**config.mk**
```make
export PLATFORM = sky130hd
export DESIGN_NAME = smallest_free_id_allocator_core
export DESIGN_NICKNAME = d
export VERILOG_FILES = /design/src/rtl/sfia_pkg.sv /design/src/rtl/sfia_ffz.sv /design/src/rtl/smallest_free_id_allocator_core.sv
export SDC_FILE = /design/constraint.sdc
export NUM_CORES = 1
export LEC_CHECK = 0
export ABC_CLOCK_PERIOD_IN_PS = 7420
export BUFFER_PORTS_ARGS = -buffer_cell sky130_fd_sc_hd__buf_4
export CORE_MARGIN = 4
export CORE_UTILIZATION = 50
export CTS_BUF_LIST = sky130_fd_sc_hd__clkbuf_8
export CTS_CLUSTER_SIZE = 12
export DETAILED_ROUTE_END_ITERATION = 10
export PLACE_DENSITY_LB_ADDON = 0.12
export SLEW_MARGIN = 10
export SYNTH_ARGS = -nofsm -noshare
export SYNTH_HDL_FRONTEND = slang
export SYNTH_SLANG_ARGS = --single-unit
```
**constraint.sdc**
```tcl
create_clock -name clk -period 7.42 [get_ports clk]
set_input_delay 0 -clock clk [delete_from_list [all_inputs] [get_ports clk]]
set_output_delay 0 -clock clk [all_outputs]
set_load 0.05 [all_outputs]
```
**src/rtl/sfia_pkg.sv**
```systemverilog
`timescale 1ns / 1ps
// ----------------------------------------------------------------------------
// sfia_pkg
// Shared types and constants for the lowest-free id allocator.
// ----------------------------------------------------------------------------
package sfia_pkg;

    localparam int MAX_IDS  = 256;
    localparam int ID_W     = 8;
    localparam int WORD_W   = 32;
    localparam int WBIT_W   = $clog2(WORD_W);
    localparam int WORDS    = MAX_IDS / WORD_W;
    localparam int WIDX_W   = (WORDS > 1) ? $clog2(WORDS) : 1;
    localparam int COUNT_W  = $clog2(MAX_IDS + 1);
    localparam int LIVE_W   = 9;

    typedef enum logic [1:0] {
        REQ_ALLOC = 2'd0,
        REQ_REG   = 2'd1,
        REQ_FREE  = 2'd2,
        REQ_QUERY = 2'd3
    } req_type_t;

    typedef enum logic [1:0] {
        STAT_OK     = 2'd0,
        STAT_FULL   = 2'd1,
        STAT_DUP    = 2'd2,
        STAT_ABSENT = 2'd3
    } status_t;

    typedef enum logic {
        S_IDLE = 1'b0,
        S_SCAN = 1'b1
    } state_t;

    typedef struct packed {
        req_type_t         req_type;
        logic [ID_W-1:0]   entity_id;
    } req_t;

    typedef struct packed {
        logic [ID_W-1:0]   result_id;
        logic              is_alive;
        status_t           status;
        logic [LIVE_W-1:0] live_total;
    } rsp_t;

endpackage

```
**src/rtl/sfia_ffz.sv**
```systemverilog
`timescale 1ns / 1ps
// ----------------------------------------------------------------------------
// sfia_ffz
// Find-first-zero over one presence word, lowest bit position wins.
// ----------------------------------------------------------------------------
module sfia_ffz
    import sfia_pkg::*;
(
    input  logic [WORD_W-1:0] word,
    output logic              found,
    output logic [WBIT_W-1:0] pos
);

    always_comb
    begin
        found = 1'b0;
        pos   = '0;
        for (int i = WORD_W - 1; i >= 0; i--)
        begin
            if (!word[i])
            begin
                found = 1'b1;
                pos   = WBIT_W'(i);
            end
        end
    end

endmodule

```
**src/rtl/smallest_free_id_allocator_core.sv**
```systemverilog
`timescale 1ns / 1ps
// ----------------------------------------------------------------------------
// smallest_free_id_allocator_core
// Lowest-free id allocator over a 256-entry presence map.
// ----------------------------------------------------------------------------
// One request is taken at a time and gives one response. Register, free and
// query look at the single presence word that holds their id; allocate walks
// the 32-bit presence words in turn with the find-first-zero unit until a
// free id is found or the last word is reached (8 words for 256 ids). The
// response waits in an output register, and a request completes only once
// that register is free.
// ----------------------------------------------------------------------------
module smallest_free_id_allocator_core
    import sfia_pkg::*;
(
    input  logic clk,
    input  logic rst_n,
    input  logic req_valid,
    output logic req_stall,
    input  req_t req_data,
    output logic rsp_valid,
    input  logic rsp_stall,
    output rsp_t rsp_data
);

    state_t              state_reg;
    state_t              state_next;
    logic [WORD_W-1:0]   map_reg [WORDS];
    logic [COUNT_W-1:0]  count_reg;
    logic [COUNT_W-1:0]  count_next;
    req_type_t           type_reg;
    logic [ID_W-1:0]     id_reg;
    logic [WIDX_W-1:0]   widx_reg;
    logic                rsp_valid_reg;
    rsp_t                rsp_reg;
    rsp_t                rsp_next;

    logic [WORD_W-1:0]   cur_word;
    logic [WORD_W-1:0]   scan_word;
    logic [WORD_W-1:0]   wr_word;
    logic                wr_en;
    logic                ffz_found;
    logic [WBIT_W-1:0]   ffz_pos;
    logic [WBIT_W-1:0]   id_bit;
    logic                in_range;
    logic                id_live;
    logic                last_word;
    logic                done;
    logic                adv;
    logic                rsp_free;
    logic                req_xfer;
    logic                commit;

    assign cur_word  = map_reg[widx_reg];
    assign scan_word = cur_word | ((widx_reg == '0) ? WORD_W'(1) : '0);
    assign id_bit    = WBIT_W'(id_reg);
    assign in_range  = COUNT_W'(id_reg) < COUNT_W'(MAX_IDS);
    assign id_live   = in_range && cur_word[id_bit];
    assign last_word = widx_reg == WIDX_W'(WORDS - 1);
    assign rsp_free  = !rsp_valid_reg || !rsp_stall;
    assign req_xfer  = req_valid && !req_stall;
    assign commit    = (state_reg == S_SCAN) && done && rsp_free;

    sfia_ffz u_ffz (
        .word  (scan_word),
        .found (ffz_found),
        .pos   (ffz_pos)
    );

    always_comb
    begin
        done                = 1'b0;
        adv                 = 1'b0;
        wr_en               = 1'b0;
        wr_word             = cur_word;
        count_next          = count_reg;
        rsp_next.result_id  = id_reg;
        rsp_next.is_alive   = 1'b0;
        rsp_next.status     = STAT_OK;
        case (type_reg)
            REQ_ALLOC:
            begin
                rsp_next.result_id = '0;
                if (count_reg == '0)
                begin
                    done              = 1'b1;
                    wr_en             = 1'b1;
                    wr_word           = cur_word | WORD_W'(1);
                    count_next        = count_reg + COUNT_W'(1);
                    rsp_next.is_alive = 1'b1;
                end
                else if (ffz_found)
                begin
                    done               = 1'b1;
                    wr_en              = 1'b1;
                    wr_word            = cur_word | (WORD_W'(1) << ffz_pos);
                    count_next         = count_reg + COUNT_W'(1);
                    rsp_next.result_id = ID_W'({widx_reg, ffz_pos});
                    rsp_next.is_alive  = 1'b1;
                end
                else if (last_word)
                begin
                    done            = 1'b1;
                    rsp_next.status = STAT_FULL;
                end
                else
                begin
                    adv = 1'b1;
                end
            end
            REQ_REG:
            begin
                done = 1'b1;
                if (!in_range)
                begin
                    rsp_next.status = STAT_FULL;
                end
                else if (cur_word[id_bit])
                begin
                    rsp_next.status   = STAT_DUP;
                    rsp_next.is_alive = 1'b1;
                end
                else
                begin
                    wr_en             = 1'b1;
                    wr_word           = cur_word | (WORD_W'(1) << id_bit);
                    count_next        = count_reg + COUNT_W'(1);
                    rsp_next.is_alive = 1'b1;
                end
            end
            REQ_FREE:
            begin
                done = 1'b1;
                if (id_live)
                begin
                    wr_en      = 1'b1;
                    wr_word    = cur_word & ~(WORD_W'(1) << id_bit);
                    count_next = count_reg - COUNT_W'(1);
                end
                else
                begin
                    rsp_next.status = STAT_ABSENT;
                end
            end
            REQ_QUERY:
            begin
                done              = 1'b1;
                rsp_next.is_alive = id_live;
            end
            default:
            begin
                done = 1'b1;
            end
        endcase
        rsp_next.live_total = LIVE_W'(count_next);
    end

    // next state
    always_comb
    begin
        state_next = state_reg;
        case (state_reg)
            S_IDLE:
            begin
                if (req_valid)
                begin
                    state_next = S_SCAN;
                end
            end
            S_SCAN:
            begin
                if (commit)
                begin
                    state_next = S_IDLE;
                end
            end
            default:
            begin
                state_next = S_IDLE;
            end
        endcase
    end

    // outputs
    always_comb
    begin
        req_stall = (state_reg != S_IDLE);
        rsp_valid = rsp_valid_reg;
        rsp_data  = rsp_reg;
    end

    always_ff @(posedge clk or negedge rst_n)
    begin
        if (!rst_n)
        begin
            state_reg     <= S_IDLE;
            count_reg     <= '0;
            rsp_valid_reg <= 1'b0;
            for (int i = 0; i < WORDS; i++)
            begin
                map_reg[i] <= '0;
            end
        end
        else
        begin
            state_reg <= state_next;
            if (commit)
            begin
                count_reg     <= count_next;
                rsp_valid_reg <= 1'b1;
                if (wr_en)
                begin
                    map_reg[widx_reg] <= wr_word;
                end
            end
            else if (!rsp_stall)
            begin
                rsp_valid_reg <= 1'b0;
            end
        end
    end

    always_ff @(posedge clk)
    begin
        if (req_xfer)
        begin
            type_reg <= req_data.req_type;
            id_reg   <= req_data.entity_id;
            if (req_data.req_type == REQ_ALLOC)
            begin
                widx_reg <= '0;
            end
            else
            begin
                widx_reg <= WIDX_W'(req_data.entity_id >> WBIT_W);
            end
        end
        else if ((state_reg == S_SCAN) && adv)
        begin
            widx_reg <= widx_reg + WIDX_W'(1);
        end
        if (commit)
        begin
            rsp_reg <= rsp_next;
        end
    end

endmodule

```
After elaboration in Yosys (flattened, before gate mapping)
Index checks and enable logic that the tools add are counted.
Storage, ports and cells
  bits in registers: 300
  latch bits: 0
  memory bits (writable): 0
  memory bits (read-only): 0
  input port bits: 14
  word-level logic and storage cells: 169
  memories: 0
Cells by class
  add/subtract/negate cells: 3
  multipliers: 0
  divide/modulo/power cells: 0
  magnitude comparators: 3
  eq/ne operators: 5
  shifts and indexed selects: 2
  mux-type cells: 115
  bitwise gates (word level): 7
  reductions and logical operators: 16
Operators with widths (number)
  256-bit bitwise mux: 1
  32-bit two-way mux: 7
  5-bit two-way mux: 32
  32-bit binary-select mux with 3-bit select: 1
  32-bit demux with 3-bit select: 1
  32-bit one-hot mux with 3 select lines: 1
  32-bit bitwise OR: 2
  1-bit by 5-bit << shifter with 32-bit output, first input constant: 2
  1-bit two-way mux: 52
  9-bit two-way mux: 5
  32-bit bitwise AND: 1
  32-bit NOT: 1
  32-bit by 1-bit bitwise OR with 32-bit output: 1
  9-bit one-hot mux with 3 select lines: 1
  8-bit two-way mux: 2
  9-bit by 1-bit adder with 9-bit output, second input constant: 1
  9-bit logical NOT: 1
  3-bit two-way mux: 3
  9-bit by 1-bit subtractor with 9-bit output, second input constant: 1
  5-bit by 6-bit < comparator with 1-bit output, second input constant: 1
  2-bit two-way mux: 3
  1-bit one-hot mux with 3 select lines: 2
  2-bit one-hot mux with 3 select lines: 1
  1-bit binary-select mux with 5-bit select: 1
  18 further kinds: 27

Logic depth before layout (Yosys ltp)
  word-level depth: 44
  depth in mapped cells: 17

Hierarchy
Synthesis repeated with hierarchy kept, for this count alone.
Unflattened totals
  cell total of the unflattened synthesis: 1420
  area total of the unflattened synthesis: 16480.8 um2
By module, submodules not included
  smallest_free_id_allocator_core: instances 1, cells each 1354, area each 16087.9 um2
  sfia_ffz: instances 1, cells each 66, area each 392.9 um2

Least setup slack after synthesis
No wires, ideal clock.
  kind: reg-to-reg
  from: reg widx_reg[0]
  to: reg map_reg[101] (netlist name)
  library setup time: 0.125 ns
  arrival: 3.569 ns
  data required time: 7.295 ns
  path slack: 3.726 ns
  stages on the path, launching flop included: 15
  path buffers: 4
  clock period less this slack: 3.694 ns
  path through: edfxtp_1 buf_6 mux2_1 mux4_2 or2_1 a22oi_2 o211ai_2 a211oi_4 or2_1 o211a_1 buf_6 and4_4 buf_6 buf_6 mux2_4
Between the ends
  longest elaborated chain between the ends: 43
  elaborated cells on any way between the ends: 101
Ends and longest elaborated chain
  start: declaration: line smallest_free_id_allocator_core.sv:33  | logic [WIDX_W-1:0] widx_reg;
  start signal: assignment: line smallest_free_id_allocator_core.sv:235  | widx_reg <= WIDX_W'(req_data.entity_id >> WBIT_W);
  start signal: assignment: line smallest_free_id_allocator_core.sv:240  | widx_reg <= widx_reg + WIDX_W'(1);
  3-bit NOT with 4-bit output (implied by the code): line smallest_free_id_allocator_core.sv:54, smallest_free_id_allocator_core.sv:213
  32-bit binary-select mux with 3-bit select: line smallest_free_id_allocator_core.sv:54  | assign cur_word = map_reg[widx_reg];
  32-bit two-way mux (implied by the code) (2 in a row): line smallest_free_id_allocator_core.sv:54
  32-bit by 1-bit bitwise OR with 32-bit output: line smallest_free_id_allocator_core.sv:55  | assign scan_word = cur_word | ((widx_reg == '0) ? WORD_W'(1) : '0);
  5-bit two-way mux or 1-bit two-way mux (tied branches) (32 in a row): line sfia_ffz.sv:20  | if (!word[i])
  1-bit by 5-bit << shifter with 32-bit output or 1-bit two-way mux (tied branches): line smallest_free_id_allocator_core.sv:96, smallest_free_id_allocator_core.sv:92
  32-bit bitwise OR or 1-bit two-way mux (tied branches): line smallest_free_id_allocator_core.sv:96, smallest_free_id_allocator_core.sv:84
  32-bit two-way mux or 1-bit one-hot mux with 2 select lines (tied branches): line smallest_free_id_allocator_core.sv:92, smallest_free_id_allocator_core.sv:80
  32-bit two-way mux or 1-bit logical AND (tied branches): line smallest_free_id_allocator_core.sv:84, smallest_free_id_allocator_core.sv:62
  32-bit one-hot mux with 3 select lines or 1-bit logical AND (tied branches): line smallest_free_id_allocator_core.sv:80, smallest_free_id_allocator_core.sv:62
  256-bit bitwise mux or 2-bit AND reduction (tied branches)
  end signal: indexed assignment: line smallest_free_id_allocator_core.sv:213  | map_reg[widx_reg] <= wr_word;
  end: declaration: line smallest_free_id_allocator_core.sv:28  | logic [WORD_W-1:0] map_reg [WORDS];
Several ways; a longest one is shown, not always the timed one. The select of a mux whose other input is x is not followed.
A chain may end at the register's enable or synchronous reset.

Worst setup path after layout
  from: reg widx_reg[1]
  to: reg map_reg[193] (netlist name)
The elaborated chain is that of the path after synthesis.

==> metrics.md <==
| Metric | Value |
|---|---|
| Status | completed |
| Asr flop ratio synth | 0.890 |
| Max FFs per register | 256 |
| Post-route ant nets | 0 |
| Via-to-Cell Ratio | 6.34 |
| GRT Residual Overflow | 0 |
| Crit-path max FO | 21 |
| Most frequent cells after synthesis | 267 x dfrtp_1, 174 x mux2_4, 90 x mux2_2 |
| CTS tree | yes |
| Gpl congestion | 1.00 |
| Power Total | 6.60 mW |
| Share of layout cells above drive strength 1 | 0.347 |
| Hold crit path type | in2async |
| NumNets Final | 1408 |
| Hold Vio Cnt, Final | 0 |
| Area share of the largest cell type after synthesis | 0.392 |
| Area Growth Syn to Fin | 9.76% |
| Most used DFF post-synth | dfrtp_1 |
| Core area | 0.0336 mm² |
| CP Launch Type | flip-flop |
| Most frequent CP cell | buf_4 |
| Mapped Area | 0.0171 mm² |
| CP endpoint | map_reg[193]$_DFFE_PN0P_ |
| Synth cell types | 98 |
| H-tree depth | 2 |
| Setup tns final | 0 ns |
| Largest net degree at the start of global routing | 164 |
| Ys Warns | 0 |
| GRT Overall Usage | 0.283 |
| Routed via count | 11.9k |
| Initial antenna violation count | 0 |
| Initial Utilization | 0.507 |
| Port buffer count | 35 |
| Syn nets | 1367 |
| Mean post-synth cell area | 12.6 µm² |
| Slowest-stage cell, CP | edfxtp_1 |
| Fin. max-slew vios | 0 |
| R2R setup slack | 1.23 ns |
| Final setup vio count | 0 |
| Worst setup EP type | flip-flop |
| Post-CTS Setup Inserts | 0 |
| Clock buffer depth | 3 |
| PD cells | 353 mW/mm² |
| Most common cell in the netlist | dfrtp_1 |
| Starting DRT DRC Count | 1019 |
| Wire per inst | 27.6 µm |
| RSZ-0062 raised after global routing | no |
| # IOs | 36 |
| Syn Inst Count | 1348 |
| Min Clock Period, post-route | 6.19 ns |
| Post-synthesis sequential area ratio | 0.450 |
| Endpoint of the worst-slack reg-to-reg timing path | map_reg[193]$_DFFE_PN0P_ |
| Max-cap violations | 0 |
| Clock Latency Late Sink | 0.64 ns |
| Largest area contributor in the synthesized netlist | dfrtp_1 |
| Critical R2R Launch | widx_reg[1]$_DFFE_PP_ |
| Crit-path max cell delay | 0.96 ns |
| Residual DRC | 0 |
| Required time of the critical path | 7.94 ns |
| Placed cell areas | 0.0175 mm² |
| Data arrival, critical path | 6.71 ns |
| CP Launch Point | widx_reg[1]$_DFFE_PP_ |
| Clock root cell | clkbuf_8 |
| Clock Sinks | 300 |
| Multi-input logic area | 0.00866 mm² |
| Die Wd | 193 µm |
| R2R depth | 12 |
| Die Ht | 193 µm |
| Worst slew margin | 0.0912 |
| Initial DRT Pass Iterations | 6 |
| FF+latch area | 0.00767 mm² |
| Post-cts sizing count | 0 |
| Crit path cell chain | inv_1 -> buf_4 -> mux4_2 -> o31ai_1 -> a21bo_2 -> o2111ai_2 -> a211oi_4 -> or2_1 -> o211a_1 -> and3_2 -> buf_4 -> mux2_2 |
| Post-Route Skew | 0.0279 ns |
| DP Wirelength | 34.5 mm |
| CTS clock-pin slew for the worst setup and hold paths | 0.06 ns |
| Pleak | 8.28 nW |
| Top cells by area, synth | dfrtp_1 39%, mux2_4 15%, mux2_2 5.9%, edfxtp_1 5.8%, mux4_2 4.6% |
| Tightest Pin Transition | 1.35 ns |
| Post-synth EDFFs | 33 |
| Global-route wire length before repair | 78.8 mm |
| Crit share post-route | 0.834 |
| Number of global-route vias before repair | 12.2k |
| Ant diodes | 0 |
| Cell area after layout | 0.0187 mm² |
| Die area | 0.0371 mm² |
| Routed wire length | 51.7 mm |
| F_max | 0.162 GHz |
| Peak VDD IR | 0.213 mV |
| # fillers | 2825 |
| Critical path class | reg2reg |
| CTS Buf Count | 52 |
| Rows | 67 |
| Yosys reg bits | 300 |
final cells by class:
class	count	share of cell area
clock inverter	26	0.00923
timing repair buffer	77	0.0344
clock buffer	64	0.0471
inverter	33	0.00662
tap	448	0.0300
multi-input combinational	925	0.463
sequential	300	0.410
logic make-up after synthesis:
group	count (synthesis)	synth area share
and+or+nand+nor	297	0.0911
DFF	300	0.450
AOI/OAI and AO/OA	265	0.118
muxes	349	0.290
xor gates and xnor gates	9	0.00462
adders and majority gates	5	0.00367
buffers and inverters	123	0.0425
worst max-delay path, delay by kind of cell, from the launching register on:
kind	cells	cell delay [ns]
AND/OR/NAND/NOR	2	0.99
buffers and inverters	3	1.67
AO/OA/AOI/OAI	5	1.56
flip-flops	1	0.96
multiplexers	2	0.84
per-stage QoR:
stage               cells  worst slack (ns)  hold slack [ns]  utilization
floorplan            1348              3.73           -0.296            -
global placement     1770              1.56            0.101        0.521
detailed placement   1770              1.34            0.113        0.521
CTS                  1873              1.33           0.0280        0.557
global route         1873              1.04           0.0585        0.557
finish               1873              1.23          0.00453        0.557
layout by cell type, fill, tap and decap left out, types with 16 or more instances in the layout:
master	count
nor2_1	53
nand3_1	33
buf_4	61
o22ai_1	28
nand2_1	80
edfxtp_1	33
o21ai_0	47
o211ai_1	16
mux2_4	174
mux4_2	35
clkbuf_8	64
nor3_1	23
mux2_1	17
dfrtp_1	267
mux2i_1	31
mux2_2	90
inv_1	44
a31oi_1	17
metal layers:
metal | wire length [µm] | part of all wire | vias up | GRT usage
li1 | - | - | 5180 | -
met1 | 23700 | 0.46 | 6179 | 0.405
met2 | 23600 | 0.46 | 402 | 0.437
met3 | 2540 | 0.049 | 105 | 0.0420
met4 | 1890 | 0.037 | 0 | 0.110
met5 | 0 | 0 | - | 0
power breakdown:
group	switching (mW)	leakage, nW	internal (mW)
Clock	0.695	0.600	0.846
Combinational	1.53	3.78	1.07
Sequential	0.324	3.90	2.13
what timing repair did:
| item | in CTS | in global routing |
|---|---|---|
| hold buffers | 13 | 0 |
| endpoints found under the setup margin | 0 | 0 |
| endpoints found under the hold margin | 132 | 0 |
how the worst min path moves through the flow:
stage | from | end | slack [ns] | cells past startpoint
finish | rst_n | map_reg[39]$_DFFE_PN0P_ | 0.005 | 2
global route | rst_n | map_reg[39]$_DFFE_PN0P_ | 0.06 | 2
CTS | rst_n | map_reg[39]$_DFFE_PN0P_ | 0.03 | 2
detailed placement | rst_n | map_reg[39]$_DFFE_PN0P_ | 0.11 | 1
global placement | rst_n | map_reg[27]$_DFFE_PN0P_ | 0.10 | 1
floorplan | rst_n | count_reg[0]$_DFFE_PN0P_ | -0.30 | 0
Power figures use the tool's default switching activity.
